$ cat src/design/llvc_pkg.sv
package llvc_pkg;

    // Operation codes of the action field. Codes 6 and 7 carry no operation.
    typedef enum logic [2:0] {
        ACT_REPORT_START = 3'd0,
        ACT_REPORT_ITEM  = 3'd1,
        ACT_HEARTBEAT    = 3'd2,
        ACT_POLL         = 3'd3,
        ACT_LOOKUP       = 3'd4,
        ACT_SNAPSHOT     = 3'd5
    } t_action;

    // Sequencer states of the cache scan.
    typedef enum logic [1:0] {
        ST_IDLE,
        ST_LOOKUP,
        ST_SNAP
    } t_state;

    // Configuration register indexes.
    typedef enum logic {
        CFG_TIMEOUT  = 1'b0,
        CFG_ERROR_ID = 1'b1
    } t_cfg_idx;

    // Commands from the sequencer to the liveness tracker.
    typedef struct packed {
        logic mark;        // a report start or a heartbeat marks a frame
        logic poll;        // a poll consumes the mark and checks the timeout
        logic timeout_we;  // write of the timeout register
    } t_live_cmd;

    localparam logic [31:0] TIMEOUT_RESET = 32'd10000;
    localparam logic [31:0] TIMEOUT_FLOOR = 32'd1000;
    localparam logic [7:0]  ERROR_ID_RESET = 8'hFF;
    localparam logic [7:0]  POS_SAT = 8'hFF;

endpackage

$ cat src/design/llvc_entry_mem.sv
module llvc_entry_mem
    import llvc_pkg::*;
#(
    parameter int DEPTH = 16,
    parameter int IDX_W = (DEPTH > 1) ? $clog2(DEPTH) : 1
) (
    input  logic               i_clk,
    input  logic               i_we,
    input  logic [IDX_W-1:0]   i_waddr,
    input  logic [7:0]         i_wid,
    input  logic [31:0]        i_wvalue,
    input  logic [IDX_W-1:0]   i_raddr,
    output logic [7:0]         o_rid,
    output logic [31:0]        o_rvalue
);

    logic [39:0] mem [DEPTH];
    logic [39:0] r_rdata;

    always_ff @(posedge i_clk) begin
        if (i_we) begin
            mem[i_waddr] <= {i_wid, i_wvalue};
        end
    end

    always_ff @(posedge i_clk) begin
        r_rdata <= mem[i_raddr];
    end

    assign o_rid    = r_rdata[39:32];
    assign o_rvalue = r_rdata[31:0];

endmodule

$ cat src/design/llvc_liveness.sv
module llvc_liveness
    import llvc_pkg::*;
(
    input  logic        i_clk,
    input  logic        i_rst_n,
    input  t_live_cmd   i_cmd,
    input  logic [31:0] i_now_ms,
    input  logic [31:0] i_cfg_data,
    output logic        o_online,
    output logic [31:0] o_frames
);

    logic        r_pending;
    logic        r_online;
    logic [31:0] r_last_rx;
    logic [31:0] r_frames;
    logic [31:0] r_timeout;
    logic        n_pending;
    logic        n_online;
    logic [31:0] n_last_rx;
    logic [31:0] n_frames;
    logic [31:0] n_timeout;
    logic [31:0] silence;

    // Wrapping difference; a fresh frame always sets it to zero, which is below the floor.
    assign silence = i_now_ms - r_last_rx;

    always_comb begin
        n_pending = r_pending;
        n_online  = r_online;
        n_last_rx = r_last_rx;
        n_frames  = r_frames;
        n_timeout = r_timeout;
        if (i_cmd.mark) begin
            n_pending = 1'b1;
        end
        if (i_cmd.poll) begin
            if (r_pending) begin
                n_pending = 1'b0;
                n_last_rx = i_now_ms;
                n_frames  = r_frames + 32'd1;
                n_online  = 1'b1;
            end else if (r_online && (silence >= r_timeout)) begin
                n_online = 1'b0;
            end
        end
        if (i_cmd.timeout_we) begin
            n_timeout = (i_cfg_data < TIMEOUT_FLOOR) ? TIMEOUT_FLOOR : i_cfg_data;
        end
    end

    always_ff @(posedge i_clk) begin
        if (!i_rst_n) begin
            r_pending <= 1'b0;
            r_online  <= 1'b0;
            r_last_rx <= '0;
            r_frames  <= '0;
            r_timeout <= TIMEOUT_RESET;
        end else begin
            r_pending <= n_pending;
            r_online  <= n_online;
            r_last_rx <= n_last_rx;
            r_frames  <= n_frames;
            r_timeout <= n_timeout;
        end
    end

    assign o_online = r_online;
    assign o_frames = r_frames;

endmodule

$ cat src/design/link_liveness_value_cache.sv
// Link liveness and value cache for one remote sensor node.
//
// Requests enter on a command channel: a request is taken at a rising edge where
// start is high and busy is low. Its fields select one of six actions: report
// start, report item, heartbeat, poll, lookup and snapshot.
// Results leave on o_valid, one result per cycle with o_valid high for exactly
// that cycle; o_last marks the final result of a request. The receiver cannot
// stall, so the block never waits on it.
// Report start, report item, heartbeat, poll and unused codes update state at the
// accepting edge and give their status result in the next cycle; busy stays low,
// so such requests may follow each other in every cycle.
// A lookup walks the entries one per cycle through the single id comparator,
// reading the entry memory (one write port, one read port) one address ahead.
// Busy stays high while it visits the entries up to the first match, with the
// result in the cycle after the last of them. A snapshot emits one entry per cycle,
// min(entries_held, read_limit) results back to back, each registered from a busy cycle.
// Empty lookups and empty snapshots answer in the next cycle like a status request.
// The configuration port writes the timeout (raised to at least 1000) or the error
// id at any edge where i_cfg_we is high. Synchronous reset clears the counters,
// the liveness state and the entry count; the entry memory itself is not cleared.
module link_liveness_value_cache
    import llvc_pkg::*;
#(
    parameter int CACHE_DEPTH = 16
) (
    input  logic               i_clk,
    input  logic               i_rst_n,
    input  logic               start,
    output logic               busy,
    input  logic [2:0]         i_action,
    input  logic [7:0]         i_item_id,
    input  logic signed [31:0] i_item_value,
    input  logic [31:0]        i_now_ms,
    input  logic [7:0]         i_read_limit,
    input  logic               i_cfg_we,
    input  logic               i_cfg_idx,
    input  logic [31:0]        i_cfg_data,
    output logic               o_valid,
    output logic               o_hit,
    output logic [7:0]         o_out_id,
    output logic signed [31:0] o_out_value,
    output logic [4:0]         o_entries_held,
    output logic               o_node_online,
    output logic [31:0]        o_frames_seen,
    output logic               o_last
);

    localparam int IDX_W = (CACHE_DEPTH > 1) ? $clog2(CACHE_DEPTH) : 1;
    localparam int CNT_W = $clog2(CACHE_DEPTH + 1);

    t_state             r_state;
    t_state             n_state;
    logic [CNT_W-1:0]   r_idx;
    logic [CNT_W-1:0]   n_idx;
    logic [CNT_W-1:0]   r_n;
    logic [CNT_W-1:0]   n_n;
    logic [CNT_W-1:0]   r_count;
    logic [CNT_W-1:0]   n_count;
    logic [7:0]         r_key;
    logic [7:0]         n_key;
    logic [7:0]         r_pos;
    logic [7:0]         n_pos;
    logic [7:0]         r_err_id;
    logic               r_valid;
    logic               n_valid;
    logic               r_hit;
    logic               n_hit;
    logic [7:0]         r_out_id;
    logic [7:0]         n_out_id;
    logic [31:0]        r_out_value;
    logic [31:0]        n_out_value;
    logic               r_last;
    logic               n_last;

    logic               accept;
    logic               mem_we;
    logic [CNT_W-1:0]   rd_next;
    logic [CNT_W-1:0]   raddr_wide;
    logic [CNT_W-1:0]   snap_n;
    logic [7:0]         rd_id;
    logic [31:0]        rd_value;
    logic               pos_ok;
    t_live_cmd          live_cmd;

    assign accept  = start && !busy;
    assign busy    = (r_state != ST_IDLE);
    assign rd_next = CNT_W'(r_idx + 1'b1);
    assign pos_ok  = (r_pos < 8'(CACHE_DEPTH));
    // The count never exceeds the depth, so a smaller limit always fits the count width.
    assign snap_n  = (8'(r_count) <= i_read_limit) ? r_count : CNT_W'(i_read_limit);

    llvc_entry_mem #(
        .DEPTH (CACHE_DEPTH),
        .IDX_W (IDX_W)
    ) u_mem (
        .i_clk    (i_clk),
        .i_we     (mem_we),
        .i_waddr  (r_count[IDX_W-1:0]),
        .i_wid    (i_item_id),
        .i_wvalue (i_item_value),
        .i_raddr  (raddr_wide[IDX_W-1:0]),
        .o_rid    (rd_id),
        .o_rvalue (rd_value)
    );

    llvc_liveness u_live (
        .i_clk      (i_clk),
        .i_rst_n    (i_rst_n),
        .i_cmd      (live_cmd),
        .i_now_ms   (i_now_ms),
        .i_cfg_data (i_cfg_data),
        .o_online   (o_node_online),
        .o_frames   (o_frames_seen)
    );

    always_ff @(posedge i_clk) begin
        if (!i_rst_n) begin
            r_state <= ST_IDLE;
        end else begin
            r_state <= n_state;
        end
    end

    // In idle the memory is kept reading entry zero, so a scan finds its first
    // entry ready in its first scan cycle; during a scan it reads one ahead.
    always_comb begin
        n_state     = r_state;
        n_idx       = r_idx;
        n_n         = r_n;
        n_key       = r_key;
        n_count     = r_count;
        n_pos       = r_pos;
        n_valid     = 1'b0;
        n_hit       = 1'b0;
        n_out_id    = '0;
        n_out_value = '0;
        n_last      = 1'b0;
        mem_we      = 1'b0;
        raddr_wide  = rd_next;
        live_cmd    = '0;
        live_cmd.timeout_we = i_cfg_we && (t_cfg_idx'(i_cfg_idx) == CFG_TIMEOUT);

        unique case (r_state)
            ST_IDLE: begin
                raddr_wide = '0;
                if (accept) begin
                    n_valid = 1'b1;
                    n_last  = 1'b1;
                    case (t_action'(i_action))
                        ACT_REPORT_START: begin
                            live_cmd.mark = 1'b1;
                            n_count = '0;
                            n_pos   = '0;
                        end
                        ACT_REPORT_ITEM: begin
                            if (pos_ok && (i_item_id != r_err_id)
                                    && (r_count < CNT_W'(CACHE_DEPTH))) begin
                                mem_we  = 1'b1;
                                n_count = CNT_W'(r_count + 1'b1);
                            end
                            if (r_pos != POS_SAT) begin
                                n_pos = r_pos + 8'd1;
                            end
                        end
                        ACT_HEARTBEAT: begin
                            live_cmd.mark = 1'b1;
                        end
                        ACT_POLL: begin
                            live_cmd.poll = 1'b1;
                        end
                        ACT_LOOKUP: begin
                            if (r_count != '0) begin
                                n_valid = 1'b0;
                                n_last  = 1'b0;
                                n_key   = i_item_id;
                                n_idx   = '0;
                                n_state = ST_LOOKUP;
                            end
                        end
                        ACT_SNAPSHOT: begin
                            if (snap_n != '0) begin
                                n_valid = 1'b0;
                                n_last  = 1'b0;
                                n_n     = snap_n;
                                n_idx   = '0;
                                n_state = ST_SNAP;
                            end
                        end
                        default: begin
                        end
                    endcase
                end
            end
            ST_LOOKUP: begin
                if (rd_id == r_key) begin
                    n_valid     = 1'b1;
                    n_hit       = 1'b1;
                    n_out_id    = r_key;
                    n_out_value = rd_value;
                    n_last      = 1'b1;
                    n_state     = ST_IDLE;
                end else if (rd_next == r_count) begin
                    n_valid = 1'b1;
                    n_last  = 1'b1;
                    n_state = ST_IDLE;
                end else begin
                    n_idx = rd_next;
                end
            end
            ST_SNAP: begin
                n_valid     = 1'b1;
                n_hit       = 1'b1;
                n_out_id    = rd_id;
                n_out_value = rd_value;
                if (rd_next == r_n) begin
                    n_last  = 1'b1;
                    n_state = ST_IDLE;
                end else begin
                    n_idx = rd_next;
                end
            end
            default: begin
                n_state = ST_IDLE;
            end
        endcase
    end

    always_ff @(posedge i_clk) begin
        if (!i_rst_n) begin
            r_count  <= '0;
            r_pos    <= '0;
            r_err_id <= ERROR_ID_RESET;
            r_valid  <= 1'b0;
            r_hit    <= 1'b0;
            r_last   <= 1'b0;
        end else begin
            r_count <= n_count;
            r_pos   <= n_pos;
            r_valid <= n_valid;
            r_hit   <= n_hit;
            r_last  <= n_last;
            if (i_cfg_we && (t_cfg_idx'(i_cfg_idx) == CFG_ERROR_ID)) begin
                r_err_id <= i_cfg_data[7:0];
            end
        end
    end

    always_ff @(posedge i_clk) begin
        r_idx       <= n_idx;
        r_n         <= n_n;
        r_key       <= n_key;
        r_out_id    <= n_out_id;
        r_out_value <= n_out_value;
    end

    assign o_valid        = r_valid;
    assign o_hit          = r_hit;
    assign o_out_id       = r_out_id;
    assign o_out_value    = $signed(r_out_value);
    assign o_last         = r_last;
    assign o_entries_held = 5'(r_count);

    // A snapshot result that is not the last one is always followed by another.
    a_snap_run: assert property (@(posedge i_clk) disable iff (!i_rst_n)
        (o_valid && !o_last) |=> o_valid)
        else $error("snapshot run broken before its last result");

    // A scan only runs over a non-empty cache and stays inside the filled entries.
    a_scan_bounds: assert property (@(posedge i_clk) disable iff (!i_rst_n)
        (r_state != ST_IDLE) |-> ((r_count != '0) && (r_idx < r_count)))
        else $error("scan index outside the cached entries");

    // A hit is only ever shown on a result.
    a_hit_valid: assert property (@(posedge i_clk) disable iff (!i_rst_n)
        o_hit |-> o_valid)
        else $error("hit flag without a result");

    // The cache never changes while a scan is running.
    a_count_stable: assert property (@(posedge i_clk) disable iff (!i_rst_n)
        (busy && $past(busy)) |-> $stable(r_count))
        else $error("entry count changed during a scan");

endmodule

$ cat config.mk
export PLATFORM = sky130hd
export DESIGN_NAME = link_liveness_value_cache
export DESIGN_NICKNAME = d
export VERILOG_FILES = /design/src/design/llvc_pkg.sv /design/src/design/llvc_entry_mem.sv /design/src/design/llvc_liveness.sv /design/src/design/link_liveness_value_cache.sv
export SDC_FILE = /design/constraint.sdc
export NUM_CORES = 1
export LEC_CHECK = 0
export BUFFER_PORTS_ARGS = -buffer_cell sky130_fd_sc_hd__buf_2
export CORE_MARGIN = 1.5
export CORE_UTILIZATION = 55
export CTS_BUF_LIST = sky130_fd_sc_hd__clkbuf_16
export CTS_CLUSTER_DIAMETER = 80
export CTS_CLUSTER_SIZE = 20
export DETAILED_ROUTE_END_ITERATION = 7
export GPL_ROUTABILITY_DRIVEN = 0
export PLACE_DENSITY_LB_ADDON = 0.2
export SYNTH_ARGS = -nofsm -noshare
export SYNTH_HDL_FRONTEND = slang
export SYNTH_SLANG_ARGS = --single-unit
export TNS_END_PERCENT = 30
$ cat constraint.sdc
create_clock -name i_clk -period 4.6 [get_ports i_clk]
set_input_delay 0 -clock i_clk [delete_from_list [all_inputs] [get_ports i_clk]]
set_output_delay 0 -clock i_clk [all_outputs]
set_load 0.05 [all_outputs]
==> qor.yml <==
cts_buffers: 50
yosys_most_used_dff: "edfxtp_1"
antenna_found_initial: 1
die_height_um: 258
setup_viol: 0
leakagePower_nw: 14.9
rsz0062_at_grt: "false"
worst-slew-pin-transition_ps: 1030
detail-route-antenna-nets: 0
h-tree-depth: 2
power_density_nw_per_um2: 400
cp.arrival_ps: 4730
cts.sinks: 862
numPortBuffers: 201
relSlewSlack_pct: 30.9
wl_mm: 81.6
start_util_pct: 55.6
async_reset_ff_share_pct: 0
yosys_warnings: 0
grt_overflow: 0
end_kind: "register"
timing.fmax_mhz: 240
clk_pin_slew_ps: 90
min_path_type: "in2reg"
synth-seq-cells: 862
num_io_pins: 202
maxSlewViolCount: 0
fin_crit_ps: 4160
dp.cells: 3613
final_common_cell: "edfxtp_1"
wl_per_cell_um: 21.1
path_max_fanout: 3
synth_edf_count: 658
vias: 22300
tns_ps: 0
antenna-diode-count: 0
track_usage_pct: 24.3
netlist-cell-type-count: 67
worst_setup_path_start_kind: "register"
dieArea_um2: 66700
dr.pass1.iters: 6
clock_path_buffers: 3
grt_max_degree: 146
vdd_drop_max_v: 0.000394
startpoint: "u_live.r_last_rx[0]"
root_buffer: "clkbuf_16"
drive_above_1_share_pct: 12.9
grt_pass1_wl_mm: 126
post_cts_buffers: 0
critical_path_required_ps: 5160
reg2reg_from: "u_live.r_last_rx[0]"
period_share_pct: 90.5
stdcell_count: 3864
grt_pass1_vias: 22500
clock_latency_ps: 650
post_drt_via_cell_ratio: 5.77
placementRows: 93
syn_avg_cell_area_um2: 13.5
syn_nets: 2854
hold_ws_ps: 166
skew_ps: 27.0
synth_area_um2: 35900
cts_tree: "built"
hold_viol: 0
hpwl_mm: 45.8
yosysSeqAreaShare_pct: 66.5
remaining_drc_errors: 0
mostFrequentLayoutCells: "658 x edfxtp_1, 352 x nand2_1, 204 x dfxtp_1"
status: "completed"
nNetsFinal: 3168
areaGrowthSynthToFinish_pct: 14.6
syn_inst: 2654
die_w_um: 258
drv_cap: 0
core_area_um2: 64500
min-delay-start: "i_now_ms[4]"
drt_iter0_markers: 1815
critical_path_class: "reg2reg"
[Yosys cell counts, drive strengths merged, types with 32 or more instances]
library cell  instances  share of area (%)
a211oi              126                2.6
a21boi               59                1.2
a21oi                91                1.3
a311oi               42                1.0
a31oi                47               0.82
and2                 66                1.2
buf                  35               0.49
clkbuf              106                1.1
dfxtp               204                 11
edfxtp              658                 55
ha                   79                2.8
inv                  87               0.91
mux2i               162                4.5
mux4                 39                2.4
nand2               354                3.7
nand3                32               0.45
nor2                 51               0.54
nor2b               103                1.8
o21ai                36               0.50
xnor2                49                1.2
xor2                 37               0.90
[timing repair]
| action | in CTS | in global routing |
|---|---|---|
| hold buffers | 158 | 0 |
| gates resized for setup | 0 | 0 |
| hold endpoints to repair | 766 | 0 |
[through the flow]
step	utilization (%)	instance area, um^2	setup WS (ps)	total power, mW
final	63.7	41100	436	16.4
after global routing	63.7	41100	115	17.1
after floorplan	-	35900	-30.0	11.0
after CTS	63.7	41100	450	16.5
after global placement	58.9	38000	521	11.9
after detailed placement	58.9	38000	496	11.9
[layer usage]
metal  track usage, %  vias to the layer above  wire length, um
li1                 -                    10500                -
met1             32.5                    11100            34800
met2             42.5                      652            40600
met3             3.10                      112             4660
met4             5.51                        2             1500
met5                0                        -               15
[sequential cells by signal, indices dropped and copies added (netlist names), 2 cells and up]
name / flops
u_mem.mem: 640
u_mem.r_rdata: 40
o_out_value: 32
u_live.o_frames: 32
u_live.r_last_rx: 32
u_live.r_timeout: 32
o_out_id: 8
r_err_id: 8
r_key: 8
r_pos: 8
o_entries_held: 5
r_idx: 5
r_n: 5
r_state: 2
[worst max-delay path, stage by stage (launching register included)]
cell and delay [ps]:
dfxtp_1 340, ha_1 170, inv_1 60, fa_1 420, a211o_1 320, a211o_1 300
a21oi_1 170, o211ai_1 130, a31oi_1 380, nor3_1 160, a21oi_1 250, o311ai_1 150
ha_1 200, a21o_1 150, a21o_1 160, a21oi_1 130, o21ai_0 80, a31oi_1 210
o31a_1 160, a21oi_1 40, o21ai_0 90
[logic make-up (layout without fill, tap and decap cells)]
| family | count (synthesis) | in the layout | synth area share [%] |
|---|---|---|---|
| AOI/OAI and AO/OA | 495 | 495 | 9.66 |
| xor gates and xnor gates | 86 | 86 | 2.10 |
| adders and majority gates | 80 | 80 | 2.81 |
| buffers and inverters | 228 | 583 | 2.51 |
| DFF | 862 | 862 | 66.5 |
| muxes | 204 | 204 | 7.07 |
| and+or+nand+nor | 699 | 699 | 9.35 |
[power by group]
part           internal, mW  switching (mW)  leakage, nW
registers              8.61           0.115         7.59
clock network          2.08            2.51        0.861
logic                  1.27            1.85         6.43
[cell type report]
type                    count  area (um^2)
repair buffers            403         3060
flip-flops and latches    862        23800
multi-input cells        1564        11300
clock buffers              50         1250
inverters                  87          327
well taps                 855         1070
clock inverters            43          258
fillers                  4768        23400
[worst paths after layout]
kind	cells past startpoint	endpoint	slack [ps]
worst max-delay path	20	u_live.o_online	440
worst min-delay path	4	u_live.r_last_rx[4]	170
worst max register to register	20	u_live.o_online	440
worst min register to register	1	o_out_value[28]	430
(Power assumes the default switching activity.)
